**config.mk**
```make
export PLATFORM = sky130hd
export DESIGN_NAME = tss_front
export DESIGN_NICKNAME = d
export VERILOG_FILES = /design/src/sv/tss_pkg.sv /design/src/sv/tss_front.sv
export SDC_FILE = /design/constraint.sdc
export NUM_CORES = 1
export LEC_CHECK = 0
export ABC_AREA = 1
export BUFFER_PORTS_ARGS = -buffer_cell sky130_fd_sc_hd__buf_4
export CAP_MARGIN = 20
export CORE_UTILIZATION = 53
export CTS_CLUSTER_DIAMETER = 200
export DETAILED_ROUTE_END_ITERATION = 12
export PLACE_DENSITY_LB_ADDON = 0.1
export SYNTH_ARGS = -nofsm -noshare
export SYNTH_HDL_FRONTEND = slang
export SYNTH_SLANG_ARGS = --single-unit
```
**constraint.sdc**
```tcl
create_clock -name clk -period 3.6 [get_ports clk]
set_input_delay 0.18 -clock clk [delete_from_list [all_inputs] [get_ports clk]]
set_output_delay 0.18 -clock clk [all_outputs]
set_load 0.05 [all_outputs]
```
**src/sv/tss_pkg.sv**
```systemverilog
// Package for the 2-SAT solver: the clause request type, the sequencer states
// and the fixed field widths. It depends on nothing else.
`timescale 1ns / 1ps

package tss_pkg;

    localparam int VAR_W   = 5;
    localparam int COMP_W  = 6;
    localparam int VCNT_W  = 6;
    localparam int ASG_W   = 32;

    typedef struct packed {
        logic             drop;
        logic             last;
        logic [VAR_W-1:0] a;
        logic             an;
        logic [VAR_W-1:0] b;
        logic             bn;
    } clause_t;

    typedef enum logic [4:0] {
        S_IDLE,
        S_WR2,
        S_PREP,
        S_BLD_RD,
        S_BLD_CHK,
        S_F_ROOT,
        S_F_SCAN,
        S_F_CHK,
        S_F_POP,
        S_F_POPW,
        S_R_ROOT,
        S_R_ROOTW,
        S_R_SCAN,
        S_R_IDX,
        S_R_CHK,
        S_R_POP,
        S_R_POPW,
        S_EVAL,
        S_E_RDF,
        S_E_CMP
    } state_t;

endpackage

```
**src/sv/tss_front.sv**
```systemverilog
// Front end of the 2-SAT solver: takes clause requests, flags out-of-range
// variables and holds them in a two-entry queue. Depends on tss_pkg.
`timescale 1ns / 1ps

module tss_front #(
    parameter int NUM_VARS = 32
) (
    input  logic                      clk,
    input  logic                      rst_n,
    input  logic                      start,
    output logic                      busy,
    input  logic [tss_pkg::VAR_W-1:0] first_var,
    input  logic                      first_negated,
    input  logic [tss_pkg::VAR_W-1:0] second_var,
    input  logic                      second_negated,
    input  logic                      last_clause,
    input  logic                      done,
    output logic                      q_valid,
    output tss_pkg::clause_t          q_item,
    input  logic                      q_pop
);

    tss_pkg::clause_t entry_reg [2];
    logic             wptr_reg, wptr_next;
    logic             rptr_reg, rptr_next;
    logic [1:0]       count_reg, count_next;
    logic             pending_reg, pending_next;
    logic             accept;
    tss_pkg::clause_t item;

    assign busy    = (count_reg == 2'd2) || pending_reg;
    assign accept  = start && !busy;
    assign q_valid = (count_reg != 2'd0);
    assign q_item  = entry_reg[rptr_reg];

    always_comb
    begin
        item.drop = (int'(first_var) >= NUM_VARS) || (int'(second_var) >= NUM_VARS);
        item.last = last_clause;
        item.a    = first_var;
        item.an   = first_negated;
        item.b    = second_var;
        item.bn   = second_negated;
    end

    always_comb
    begin
        wptr_next    = accept ? ~wptr_reg : wptr_reg;
        rptr_next    = q_pop ? ~rptr_reg : rptr_reg;
        count_next   = count_reg + 2'(accept) - 2'(q_pop);
        pending_next = pending_reg;
        if (done)
        begin
            pending_next = 1'b0;
        end
        if (accept && last_clause)
        begin
            pending_next = 1'b1;
        end
    end

    always_ff @(posedge clk or negedge rst_n)
    begin
        if (!rst_n)
        begin
            wptr_reg    <= 1'b0;
            rptr_reg    <= 1'b0;
            count_reg   <= 2'd0;
            pending_reg <= 1'b0;
        end
        else
        begin
            wptr_reg    <= wptr_next;
            rptr_reg    <= rptr_next;
            count_reg   <= count_next;
            pending_reg <= pending_next;
        end
    end

    always_ff @(posedge clk)
    begin
        if (accept)
        begin
            entry_reg[wptr_reg] <= item;
        end
    end

    assert property (@(posedge clk) disable iff (!rst_n) count_reg <= 2'd2)
        else $error("queue count out of range");
    assert property (@(posedge clk) disable iff (!rst_n) q_pop |-> q_valid)
        else $error("pop from empty queue");
    assert property (@(posedge clk) disable iff (!rst_n)
        (accept && last_clause) |=> busy)
        else $error("not busy after final clause");

endmodule

```
==> Word-level counts from Yosys, hierarchy flattened <==
Memory sizes are Yosys's and may differ from the RTL's.
Cells that the tools add are included.
{ "totals": {"ff_bits": 5, "mem_bits_rw": 26, "inputBits": 18, "out_inout_bits": 16, "n_memories": 1} }
{ "mem_list": {"columns": ["memory", "words", "width", "read_ports", "rd_clocked_by_memory_dff", "wr", "line", "rtl"], "rows": [
  ["entry_reg", 2, 13, 1, 0, 1, "tss_front.sv:23", "tss_pkg::clause_t entry_reg [2];"]
]} }
{ "op_classes": {"addsub": 2, "eq_ne": 1, "mux": 4, "bitwise_logic": 2, "reduce_logical": 6} }
{ "op_table": {"columns": ["operator", "n"], "rows": [
  ["1-bit 2-to-1 mux", 4],
  ["2-bit nonzero test", 2],
  ["2-bit by 1-bit adder with 2-bit output", 1],
  ["2-bit equality test, second input constant", 1],
  ["1-bit logical AND", 2],
  ["1-bit inverter", 2],
  ["2-bit by 1-bit subtractor with 2-bit output", 1],
  ["1-bit zero test", 1],
  ["1-bit logical OR", 1]
]} }

==> Logic depth before layout (Yosys ltp) <==
Gate-level depths: netlist of run 1.
{ "logic_depth": {"depth_word": 6, "depth_mapped": 12, "mapped_depth_nobuf": 12} }

==> Worst setup path after synthesis of run 1 <==
No wires, ideal clock.
{ "synth_path": {"path_type": "register -> register", "start": "register count_reg[1]", "end": "memory entry_reg[1][0] in the netlist's numbering, enable pin", "t_arrival_ns": 1.223, "required_ns": 3.218, "slack_ns": 1.995, "path_stages_with_launch": 4, "n_path_buf": 0, "path_cell_list": "dfrtp_1 > nand2_1 > nand3_1 > nor2_1"} }
{ "synth_between": {"elab_chain_len": 6} }
{ "synth_rtl": {"columns": ["item", "line", "rtl"], "rows": [
  ["from (decl)", "tss_front.sv:26", "logic [1:0] count_reg, count_next;"],
  ["from (signal assigned)", "tss_front.sv:75", "count_reg <= count_next;"],
  ["2-bit equality test", "tss_front.sv:31", "assign busy = (count_reg == 2'd2) || pending_reg;"],
  ["1-bit logical OR", "tss_front.sv:31", null],
  ["1-bit zero test", "tss_front.sv:32", "assign accept = start && !busy;"],
  ["1-bit logical AND", "tss_front.sv:32", null],
  ["1-bit 2-to-1 mux", "tss_front.sv:82", "if (accept)"],
  ["1-bit 2-to-1 mux (not written as such)", "tss_front.sv:84", "entry_reg[wptr_reg] <= item;"],
  ["to (decl)", "tss_front.sv:23", null]
]} }
Every way passes these cells.

==> results of run 1 <==
[power by group through the flow]
stage	clock network, W	registers, W	logic (W)
floorplan	0	0.000516	0.000475
global placement	0	0.000542	0.000597
detailed placement	0	0.000547	0.000603
CTS	0.000185	0.000538	0.000606
global route	0.000198	0.000548	0.000644
finish	0.000178	0.000536	0.000607
[logic make-up (layout without fill, tap and decap cells)]
group                      count (synthesis)  in the layout
buffers and inverters                     11             51
muxes                                     13             13
adders and majority gates                  1              1
other                                      1              1
DFF                                       31             31
and+or+nand+nor                           17             17
AOI/OAI and AO/OA                          1              1
xor gates and xnor gates                   1              1
[layout make-up]
type | count | area [um^2]
clock buffer | 7 | 45.04
clock inverter | 1 | 5.005
timing repair buffer | 34 | 257.7
sequential | 31 | 905.9
multi-input combinational | 34 | 249.0
tap | 27 | 33.78
inverter | 9 | 33.78
fill | 147 | 511.7
[per-stage QoR]
step | setup slack [ns] | power (W)
finish | 1.785 | 0.001322
global route | 1.695 | 0.001390
CTS | 1.631 | 0.001329
detailed placement | 1.644 | 0.001150
global placement | 1.723 | 0.001139
floorplan | 1.995 | 0.0009913
[layer usage]
| metal | part of all wire, % | GRT usage (%) | vias to the layer above |
|---|---|---|---|
| met5 | 0 | 0 | - |
| met4 | 1.7 | 7.619 | 0 |
| met3 | 5.7 | 5.556 | 4 |
| met2 | 47 | 27.25 | 28 |
| met1 | 45 | 22.11 | 323 |
| li1 | - | - | 345 |
[worst register-to-register path: cells and delay by family, from the launching register on]
family,cells,cell delay [ns]
AND/OR/NAND/NOR,3,0.79
flip-flops,1,0.40
buffers and inverters,1,0.27
[cells in the final DEF (no fill, tap or decap)]
cell type,n
sky130_fd_sc_hd__buf_4,33
sky130_fd_sc_hd__edfxtp_1,26
sky130_fd_sc_hd__nand3_1,2
sky130_fd_sc_hd__clkbuf_4,5
sky130_fd_sc_hd__inv_1,9
sky130_fd_sc_hd__nand2_1,12
sky130_fd_sc_hd__o22ai_1,1
sky130_fd_sc_hd__nor2_1,1
sky130_fd_sc_hd__mux2_2,13
sky130_fd_sc_hd__nand4_1,2
sky130_fd_sc_hd__ha_1,1
sky130_fd_sc_hd__dfrtp_1,5
sky130_fd_sc_hd__xor2_1,1
sky130_fd_sc_hd__conb_1,1
sky130_fd_sc_hd__dlygate4sd3_1,1
sky130_fd_sc_hd__clkbuf_1,2
sky130_fd_sc_hd__clkinv_2,1
[worst paths after layout]
path | cells after the start | to
max in group asynchronous | 2 | wptr_reg$_DFFE_PN0P_
worst min-delay path | 1 | entry_reg[1][11]$_DFFE_PP_
worst min register to register | 2 | wptr_reg$_DFFE_PN0P_
worst max register to register | 4 | entry_reg[1][0]$_DFFE_PP_
worst max-delay path | 2 | q_item[7]
min in group asynchronous | 2 | rptr_reg$_DFFE_PN0P_
[repair_timing]
action / 4_1_cts / 5_1_grt
setup buffers: 0 / 0
hold endpoints to repair: 5 / 0
hold buffers: 1 / 0
==> metrics.md, run 1 <==
| Metric | Value |
|---|---|
| Area fraction in compound gates after synthesis | less than 1% |
| Leading cell types by count after synthesis | sky130_fd_sc_hd__edfxtp_1, sky130_fd_sc_hd__mux2_2, sky130_fd_sc_hd__nand2_1 |
| Data required time of the critical path | 3.42 ns |
| Cell count after synthesis | 76 |
| Count of instances resized after the clock tree is built | 0 |
| Leakage power summed over all cells | 0.6517 nW |
| Max-slew headroom | about three fifths |
| Cell Chain, Critical Path | mux2_2 -> buf_4 |
| Gr ovfl total | 0 |
| Synthesized-area fraction occupied by xor and xnor cells | less than 1% |
| Share of total power in combinational logic | ~46% |
| Total net switching power | 0.0005571 W |
| Master cell of the clock root buffer | sky130_fd_sc_hd__clkbuf_4 |
| Least-Margin Pin Slew | 0.5960 ns |
| CTS tree | built |
| Detailed Place HPWL | 1273 um |
| Post-synthesis mux area share | 12.12% |
| Capturing element type of the critical path | primary output |
| Cell count after placement | 133 |
| Final cycle utilization of the critical path | 50.43% |
| Internal Power | 0.0007646 W |
| Top-count cell post-synth | sky130_fd_sc_hd__edfxtp_1 |
| Number of standard-cell rows in the floorplan | 16 |
| Final number of hold-violating endpoints | 0 |
| Via count of the first global-routing pass | roughly 640 |
| Max Cap Violations | 0 |
| Most common flop cell mapped by yosys | sky130_fd_sc_hd__edfxtp_1 |
| Main combinational cell family by area after synthesis | multiplexers |
| Depth of the CTS H-tree | 2 |
| Async SR Flop Fraction | between 10% and 20% |
| Non-Filler Instances | 143 |
| Post-Route Utilization | around three quarters |
| Chip Width | around 50 um |
| Height of the die | about 50 um |
| R2R Setup Slk | 1.86 ns |
| Number of buffers created by CTS | 5 |
| Count of routing violations after the opening detailed-route iteration | 9 |
| Top-Level Pins | 34 |
| Insertion delay to the later sink of the worst-skew pair | roughly 0.30 ns |
| Largest stage delay on the critical path | 0.73 ns |
| Number of port buffers | 32 |
| Clock Skews | between 0.004 and 0.005 ns |
| Antenna violations before repair | 0 |
| Crit path buf inv count | 1 |
| Peak clock frequency supported by timing | between 0.5 and 0.6 GHz |
| Post-synthesis share of cell area spent on and, or, nand and nor gates | 5.907% |
| Critical path peak fanout | 14 |
| Power Dens Cells | approximately 860 nW/um^2 |
| Outcome | complete, no violations |
| Total of flip-flops plus latches after synthesis | 31 |
| Max-slew violation total from the final report | 0 |
| Cell with the largest stage delay on the worst path | sky130_fd_sc_hd__dfrtp_1 |
| Unrepaired setup endpoints after global routing | false |
| Share of cells above drive strength 1 | 44.83% |
| Post-place instance area | 1463 um^2 |
| Min Clock Period, post-route | between 1.5 and 2 ns |
| Worst setup path startpoint | rptr_reg$_DFFE_PN0P_ |
| Area contributors post-synth | sky130_fd_sc_hd__edfxtp_1, sky130_fd_sc_hd__mux2_2, sky130_fd_sc_hd__dfrtp_1, sky130_fd_sc_hd__nand2_1, sky130_fd_sc_hd__inv_1 |
| Number of design rule violations left after detail routing | 0 |
| Syn nets | 95 |
| CP top delay family | flip-flops |
| Final worst hold slack | 0.05819 ns |
| Post-layout net count | between 100 and 150 |
| Setup total negative slack | 0 ns |
| Placeable core region | approximately 2000 um^2 |
| Switching portion of total power | between 40% and 50% |
| GRT Resource Usage Total | 17.39% |
| Vias after detailed routing | 700 |
| First-pass DRT Iterations | 4 |
| Final ANT Viol Nets | 0 |
| Design Area, Final | approximately 1500 um^2 |
| Area Overhead vs Synth | 26.74% |
| Worst setup path category | flip-flop to primary output |
| Number of setup violations in the final report | 0 |
| Antenna diode instance count | 0 |
| First-pass GRT wire length | between 2000 and 3000 um |
| Mean area per synthesized cell | between 15 and 20 um^2 |
| Cell area after synthesis | ~1200 um^2 |
| Worst ir drop on vdd | ~590 uV |
| Top-area cell type share of the netlist area | ~65% |
| Number of buffers on the longest clock path | 2 |
| Worst reg2reg startpoint | count_reg[1]$_DFF_PN0_ |
| Die area | 2473 um^2 |
| Via/cell ratio | approximately 5 |
| Fraction of power consumed by sequential logic | between 40% and 50% |
| Part of the total power dissipated in the clock network | between 10% and 20% |
| CTS Sinks | 31 |
| Start point of the worst hold path | first_var[4] |
| Part of the Yosys area used for sequential elements | around 75% |
| Share of synthesized cell area in full adder, half adder and majority cells | between 1 and 1.5% |
| Largest net degree at the start of global routing | 15 |
| Aggregate routed wire length | between 1500 and 2000 um |
| Startpoint type of the worst setup path | flip-flop |
| Warnings, synthesis | 0 |
| Starting utilization of the core area | 59.13% |
| Largest register FFs | 26 |
| Arrival time of data at the critical path endpoint | approximately 1.6 ns |
| Distinct cell type count after synthesis | 14 |
| Per-cell routed wire length | 12.61 um |
| Type of the most critical hold path | input port to flip-flop |
| GP Congestion | between 0.6 and 0.7 |
| Top cell type by total area after synthesis | sky130_fd_sc_hd__edfxtp_1 |
| Clock input transition at the sequential cells of the worst setup and hold paths | about 0.090 ns |
| EDFF count, synth | 26 |
(Power assumes the default switching activity.)
==> run 2, diff against run 1 <==
- ABC_AREA: 1 -> 0
- CORE_UTILIZATION: 53 -> 50
- clock period: 3.6 -> 1.79 ns (I/O delays scaled with it)
==> run 2 against run 1 <==
  * Clock-buffer cell count rose by 1
  * Register-to-register slack got worse by 1.5 ns
  * Sequential share of layout area fell by 6.4 points
  * Routed wire length rose by 20%
  * Clock power rose by 100%
  * Final cell count rose by 6.3%
  * Critical path depth rose by 1
  * Critical path type unchanged
  * Worst hold slack barely moved
  * First-iteration DRC count did not move
==> metrics.md, run 2 <==
| Metric | Value |
|---|---|
| Outcome | complete, no violations |
| Syn nets | 84 (-12%) |
| Depth of the CTS H-tree | 2 (unchanged) |
| Total Power Consumption | 0.002727 W (+110%) |
| Via/cell ratio | 4.770 (-2.6%) |
| Number of buffers on the longest clock path | 2 (unchanged) |
| Cell Chain, Critical Path | buf_4 -> mux2_2 -> buf_4 |
| Detailed Place HPWL | 1334 um (+4.8%) |
| Final worst hold slack | 0.05818 ns (-0.00001320 ns) |
| Largest register FFs | 26 (unchanged) |
| Crit path buf inv count | 2 (+1) |
| Mean area per synthesized cell | 18.65 um^2 (+17%) |
| Warnings, synthesis | 0 (unchanged) |
| Vias after detailed routing | 725 (+3.6%) |
| GP Congestion | 0.7363 (+10%) |
| Data required time of the critical path | 1.70 ns (-1.72 ns) |
| Starting utilization of the core area | 53.77% (-5.4 points) |
| CTS Sinks | 31 (unchanged) |
| Via count of the first global-routing pass | 760 (+20%) |
| First-pass DRT Iterations | 3 (-1) |
| Final cycle utilization of the critical path | a little over 90% |
| Chip Width | 51.24 um (+3.0%) |
| Clock input transition at the sequential cells of the worst setup and hold paths | 0.09 ns (about the same) |
| Start point of the worst hold path | start |
| Number of port buffers | 32 (unchanged) |
| Post-layout net count | 142 (+6.0%) |
| Filler cells | 159 (+8.2%) |
| Area contributors post-synth | sky130_fd_sc_hd__edfxtp_1, sky130_fd_sc_hd__mux2_2, sky130_fd_sc_hd__dfrtp_1, sky130_fd_sc_hd__nand2b_1, sky130_fd_sc_hd__xnor2_1 |
| Setup total negative slack | 0 ns (unchanged) |
| Top-Level Pins | 34 (unchanged) |
| Max-slew violation total from the final report | 0 (unchanged) |
| Number of buffers created by CTS | 5 (unchanged) |
| Per-cell routed wire length | 14.22 um (+13%) |
| Most common flop cell mapped by yosys | sky130_fd_sc_hd__edfxtp_1 |
| Peak clock frequency supported by timing | a little over 0.6 GHz |
| GRT Resource Usage Total | 19.16% (+1.8 points) |
| Placeable core region | 2255 um^2 (+10%) |
| Cell with the largest stage delay on the worst path | sky130_fd_sc_hd__dfrtp_1 |
| Number of standard-cell rows in the floorplan | 17 (+1) |
| Leading cell type in the layout, fill and taps excluded | sky130_fd_sc_hd__buf_4 |
| Leading cell types in the layout, fill and taps excluded | sky130_fd_sc_hd__buf_4, sky130_fd_sc_hd__edfxtp_1, sky130_fd_sc_hd__dlygate4sd3_1 |
| EDFF count, synth | 26 (unchanged) |
| Top-count cell post-synth | sky130_fd_sc_hd__edfxtp_1 |
| Largest stage delay on the critical path | 0.47 ns (-0.26 ns) |
| Arrival time of data at the critical path endpoint | 1.55 ns (-0.09 ns) |
| Antenna diode instance count | 0 (unchanged) |
| Startpoint type of the worst setup path | flip-flop |
| Gr ovfl total | 0 (unchanged) |
| Worst setup path category | flip-flop to primary output |
| First-pass GRT wire length | 3312 um (+12%) |
| Post-Route Utilization | 76.08% (+1.1 points) |
| Count of routing violations after the opening detailed-route iteration | 9 (unchanged) |
| Critical path peak fanout | 9 (-5) |
| Area Overhead vs Synth | 41.49% |
| Master cell of the clock root buffer | sky130_fd_sc_hd__clkbuf_4 |
| Part of the total power dissipated in the clock network | 13.4% (about the same) |
| Top cell type by total area after synthesis | sky130_fd_sc_hd__edfxtp_1 |
| Type of the most critical hold path | input port to flip-flop |
| Async SR Flop Fraction | 16.13% (unchanged) |
| Leakage power summed over all cells | 0.6882 nW (+5.6%) |
| Share of total power in combinational logic | 47.9% (+1.9 points) |
| Total net switching power | 0.001108 W (+99%) |
| Height of the die | 51.24 um (+3.0%) |
| Cell area after synthesis | 1212 um^2 (+0.41%) |
| Worst reg2reg startpoint | pending_reg$_DFFE_PN0P_ |
| Worst setup path startpoint | rptr_reg$_DFFE_PN0P_ |
| Antenna violations before repair | 0 (unchanged) |
| Die area | 2626 um^2 (+6.2%) |
| Leading cell types by count after synthesis | sky130_fd_sc_hd__edfxtp_1, sky130_fd_sc_hd__mux2_2, sky130_fd_sc_hd__dfrtp_1 |
| Power Dens Cells | 1590 nW/um^2 (+84%) |
| Number of design rule violations left after detail routing | 0 (unchanged) |
| Clock Skews | 0.008278 ns (+0.004005 ns) |
| Share of cells above drive strength 1 | 46.77% (+1.9 points) |
| Internal Power | 0.001619 W (+110%) |
| Final number of hold-violating endpoints | 0 (unchanged) |
| Total of flip-flops plus latches after synthesis | 31 (unchanged) |
| Aggregate routed wire length | 2162 um (+20%) |
| Largest net degree at the start of global routing | 10 (-5) |
| Unrepaired setup endpoints after global routing | false |
| Final ANT Viol Nets | 0 (unchanged) |
| Part of the Yosys area used for sequential elements | 74.72% (-0.31 points) |
| Top-area cell type share of the netlist area | 64.40% (-0.27 points) |
| CP dominant cell by count | sky130_fd_sc_hd__buf_4 |
| Distinct cell type count after synthesis | 19 (+5) |
| Switching portion of total power | 40.64% (-1.5 points) |
| Fraction of power consumed by sequential logic | 38.7% (-1.9 points) |
| CP top delay family | flip-flops |
| Insertion delay to the later sink of the worst-skew pair | 0.31 ns (about the same) |
| Worst ir drop on vdd | 1028 uV (+75%) |
| Min Clock Period, post-route | about 1.6 ns |
| Cell count after synthesis | 65 (-14%) |
| Number of setup violations in the final report | 0 (unchanged) |
| Max Cap Violations | 0 (unchanged) |
| Number of setup buffers added after CTS | 0 (unchanged) |
| CTS tree | built |
| Capturing element type of the critical path | primary output |
[run 2: cells by family (layout without fill, tap and decap cells)]
logic type      count (synthesis)  count (layout)  share of synthesized area, %
mux                            14              14                         12.90
flops                          31              31                         74.72
xor+xnor                        4               4                         2.890
buf+inv                         2              61                         1.548
simple gates                   11              11                         5.572
compound gates                  1               1                         1.032
other cells                     1               1                        0.3093
fa+ha+maj                       1               1                         1.032
[run 2: power groups by stage]
stage | Sequential [W] | Combinational [W] | Clock (W)
final | 0.00106 | 0.00131 | 0.000364
after global routing | 0.00108 | 0.00137 | 0.000407
after CTS | 0.00106 | 0.00132 | 0.000378
after detailed placement | 0.00107 | 0.00128 | 0
after global placement | 0.00106 | 0.00127 | 0
after floorplan | 0.00105 | 0.000942 | 0
[run 2: final cells by class]
cell class	instances	area [um^2]	share of cell area [%]
Sequential cell	31	905.9	52.81
Timing Repair Buffer	53	437.9	25.53
Tap cell	28	35.03	2.042
Clock buffer	8	48.80	2.845
Multi-Input combinational cell	32	287.8	16.78
[run 2: worst min-delay path, cell delays in order]
cell and delay (ns):
sky130_fd_sc_hd__buf_4 0.12, sky130_fd_sc_hd__nand3_1 0.06, sky130_fd_sc_hd__mux2i_1 0.06
[run 2: path summary, 6_finish.rpt]
path	cells after the start	slack, ns	endpoint
max	3	0.15	q_item[3]
max reg2reg	4	0.40	entry_reg[0][2]$_DFFE_PP_
min reg2reg	1	0.53	wptr_reg$_DFFE_PN0P_
max in group asynchronous	2	1.58	rptr_reg$_DFFE_PN0P_
min in group asynchronous	2	0.11	pending_reg$_DFFE_PN0P_
min	3	0.06	pending_reg$_DFFE_PN0P_
[run 2: repair_timing]
action,in CTS,in global routing
hold buffers,16,0
gates resized for setup,0,0
hold endpoints to repair,33,0
[run 2: metrics by stage]
step	area [um^2]	worst slack, ns	instances
after global routing	1715	0.08145	152
final	1715	0.1473	152
after global placement	1506	0.4431	128
after detailed placement	1506	0.4362	128
after CTS	1715	0.1234	152
after floorplan	1212	0.1552	65
[run 2: layer usage]
| layer | vias up | global-route usage, % | wire (um) |
|---|---|---|---|
| li1 | 356 | - | - |
| met1 | 342 | 19.03 | 849 |
| met2 | 25 | 33.77 | 1194 |
| met3 | 2 | 5.655 | 94 |
| met4 | 0 | 13.51 | 25 |
| met5 | - | 0 | 0 |
==> run 3, diff against run 2 <==
- CAP_MARGIN: 20 -> 0
- CORE_ASPECT_RATIO: default -> 1.1
- CORE_MARGIN: default -> 2
==> run 3 against run 2 <==
  * Sequential cell count unchanged
  * Clock skew up 0.0014 ns
  * Critical path depth unchanged
  * Register-to-register slack about the same
  * Worst setup slack better by 0.11 ns
  * Worst hold slack lost 0.0065 ns
  * Cell area shrank 0.73%
  * Global-route usage shrank 3.9 points
  * Total power shrank 1.4%
  * Critical path type unchanged
==> metrics.md, run 3 (same netlist as run 2, synthesis figures left out) <==
| Metric | Value |
|---|---|
| Outcome | complete, no violations |
| Post-layout net count | 140 (-1.4%) |
| Post-place instance area | 1494 um^2 (-0.83%) |
| Aggregate routed wire length | 1926 um (-11%) |
| Leakage power summed over all cells | 0.6784 nW (-1.4%) |
| Number of buffers on the longest clock path | 2 (unchanged) |
| Per-cell routed wire length | 12.67 um (-11%) |
| Antenna violations before repair | 0 (unchanged) |
| Share of total power in combinational logic | 48.2% (+0.3 points) |
| Starting utilization of the core area | 53.30% (-0.47 points) |
| Final worst hold slack | 0.05165 ns (-0.006526 ns) |
| Gr ovfl total | 0 (unchanged) |
| Detailed Place HPWL | 1304 um (-2.3%) |
| Switching portion of total power | 40.75% (+0.11 points) |
| Cell depth of the worst min-delay path | 3 (unchanged) |
| Leading cell type in the layout, fill and taps excluded | sky130_fd_sc_hd__buf_4 |
| CTS tree | built |
| Setup total negative slack | 0 ns (unchanged) |
| Worst reg2reg startpoint | pending_reg$_DFFE_PN0P_ |
| GRT Resource Usage Total | 15.28% (-3.9 points) |
| Height of the die | 55.65 um (+8.6%) |
| GP Congestion | 0.5851 (-21%) |
| Design Area, Final | 1703 um^2 (-0.73%) |
| Part of the total power dissipated in the clock network | 13.1% (-0.3 points) |
| Vias after detailed routing | 726 (+0.14%) |
| Count of routing violations after the opening detailed-route iteration | 9 (unchanged) |
| Final number of hold-violating endpoints | 0 (unchanged) |
| Final ANT Viol Nets | 0 (unchanged) |
| Capturing element type of the critical path | primary output |
| Chip Width | 50.95 um (-0.57%) |
| Worst setup path category | flip-flop to primary output |
| CTS Sinks | 31 (unchanged) |
| Post-Route Utilization | 74.86% (-1.2 points) |
| Clock Skews | 0.009717 ns (+0.001439 ns) |
| Internal Power | 0.001593 W (-1.6%) |
| Number of design rule violations left after detail routing | 0 (unchanged) |
| Master cell of the clock root buffer | sky130_fd_sc_hd__clkbuf_4 |
| Via/cell ratio | 4.776 (+0.14%) |
| Data required time of the critical path | 1.70 ns (about the same) |
| Insertion delay to the later sink of the worst-skew pair | 0.32 ns (about the same) |
| Startpoint type of the worst setup path | flip-flop |
| Number of buffers created by CTS | 5 (unchanged) |
| Peak clock frequency supported by timing | 0.6512 GHz (+7.0%) |
| Total Power Consumption | 0.002689 W (-1.4%) |
| Total net switching power | 0.001096 W (-1.1%) |
| Area Overhead vs Synth | 40.45% |
| Critical path peak fanout | 13 (+4) |
| End point of the most critical hold path | pending_reg$_DFFE_PN0P_ |
| Fraction of power consumed by sequential logic | 38.7% (about the same) |
| Number of setup buffers added after CTS | 0 (unchanged) |
| Largest net degree at the start of global routing | 14 (+4) |
| First-pass DRT Iterations | 3 (unchanged) |
| Largest register FFs | 26 (unchanged) |
| Depth of the CTS H-tree | 2 (unchanged) |
| Power Dens Cells | 1579 nW/um^2 (-0.67%) |
| Count of instances resized after the clock tree is built | 0 (unchanged) |
| Max-slew violation total from the final report | 0 (unchanged) |
| Top-Level Pins | 34 (unchanged) |
| Final cycle utilization of the critical path | 85.79% (-6.0 points) |
| Share of cells above drive strength 1 | 45.90% (-0.87 points) |
| Antenna diode instance count | 0 (unchanged) |
| First-pass GRT wire length | 3049 um (-7.9%) |
| Clock input transition at the sequential cells of the worst setup and hold paths | 0.09 ns (about the same) |
| Number of standard-cell rows in the floorplan | 18 (+1) |
| Leading cell types in the layout, fill and taps excluded | sky130_fd_sc_hd__buf_4, sky130_fd_sc_hd__edfxtp_1, sky130_fd_sc_hd__dlygate4sd3_1 |
| Hold buffer count at cts | 16 (unchanged) |
| Worst ir drop on vdd | 968.8 uV (-5.8%) |
| Placeable core region | 2275 um^2 (+0.89%) |
| Min Clock Period, post-route | 1.536 ns (-0.1070 ns) |
| Unrepaired setup endpoints after global routing | false |
| R2R Setup Slk | 0.41 ns (about the same) |
| Start point of the worst hold path | start |
| Arrival time of data at the critical path endpoint | 1.45 ns (-0.10 ns) |
| Number of setup violations in the final report | 0 (unchanged) |
| Max Cap Violations | 0 (unchanged) |
| Number of port buffers | 32 (unchanged) |
| Worst reg2reg path endpoint | entry_reg[0][5]$_DFFE_PP_ |
| Depth of the worst register-to-register path | 4 (unchanged) |
| Via count of the first global-routing pass | 705 (-7.2%) |
| Type of the most critical hold path | input port to flip-flop |
| Die area | 2835 um^2 (+8.0%) |
==> run 3: cell types whose count changed in the layout (fill, tap and decap cells not counted), sizes merged <==
| cell | previous run | this run |
|---|---|---|
| buf | 37 | 35 |
| clkbuf | 8 | 6 |
| clkinv | 0 | 2 |
==> run 3: metrics by stage <==
stage / std cells / setup slack (ns)
floorplan: 65 / 0.1552
finish: 152 / 0.2543
detailed placement: 128 / 0.4300
global route: 152 / 0.1543
CTS: 152 / 0.2095
global placement: 128 / 0.4765
==> run 3: metal layers <==
layer  wire (um)  share of wire [%]  vias to the layer above  global-route usage (%)
met2        1061                 55                       21                   26.72
met1         741                 38                      347                   15.11
met4          29                1.5                        0                   8.108
met5           0                  0                        -                       0
li1            -                  -                      354                       -
met3          94                4.9                        4                   5.914
==> run 3: how the worst max path moves through the flow <==
stage	start	end	slack (ns)	cells past startpoint
after floorplan	pending_reg$_DFFE_PN0P_	entry_reg[0][0]$_DFFE_PP_	0.16	3
after global placement	pending_reg$_DFFE_PN0P_	entry_reg[0][9]$_DFFE_PP_	0.48	4
after detailed placement	pending_reg$_DFFE_PN0P_	entry_reg[0][10]$_DFFE_PP_	0.43	4
after CTS	rptr_reg$_DFFE_PN0P_	q_item[3]	0.21	3
after global routing	rptr_reg$_DFFE_PN0P_	q_item[7]	0.15	3
final	rptr_reg$_DFFE_PN0P_	q_item[2]	0.25	3
==> run 3: power by group through the flow <==
stage	Clock (W)	Combinational [W]	Sequential, W
floorplan	0	0.000942	0.00105
global placement	0	0.00127	0.00105
detailed placement	0	0.00128	0.00106
CTS	0.000373	0.00131	0.00104
global route	0.000411	0.00136	0.00106
finish	0.000352	0.00130	0.00104
==> run 3: critical path, stage by stage, from the launching register on <==
cell and delay, ns:
sky130_fd_sc_hd__dfrtp_1 0.37, sky130_fd_sc_hd__buf_4 0.22, sky130_fd_sc_hd__mux2_2 0.36, sky130_fd_sc_hd__buf_4 0.19
==> run 3: layout make-up <==
type                       instances  area [um^2]
clock buffer                       6        41.29
clock inverter                     2        7.507
sequential                        31        905.9
multi-input combinational         32        287.8
timing repair buffer              51        422.9
tap                               30        37.54
fill                             158        571.8
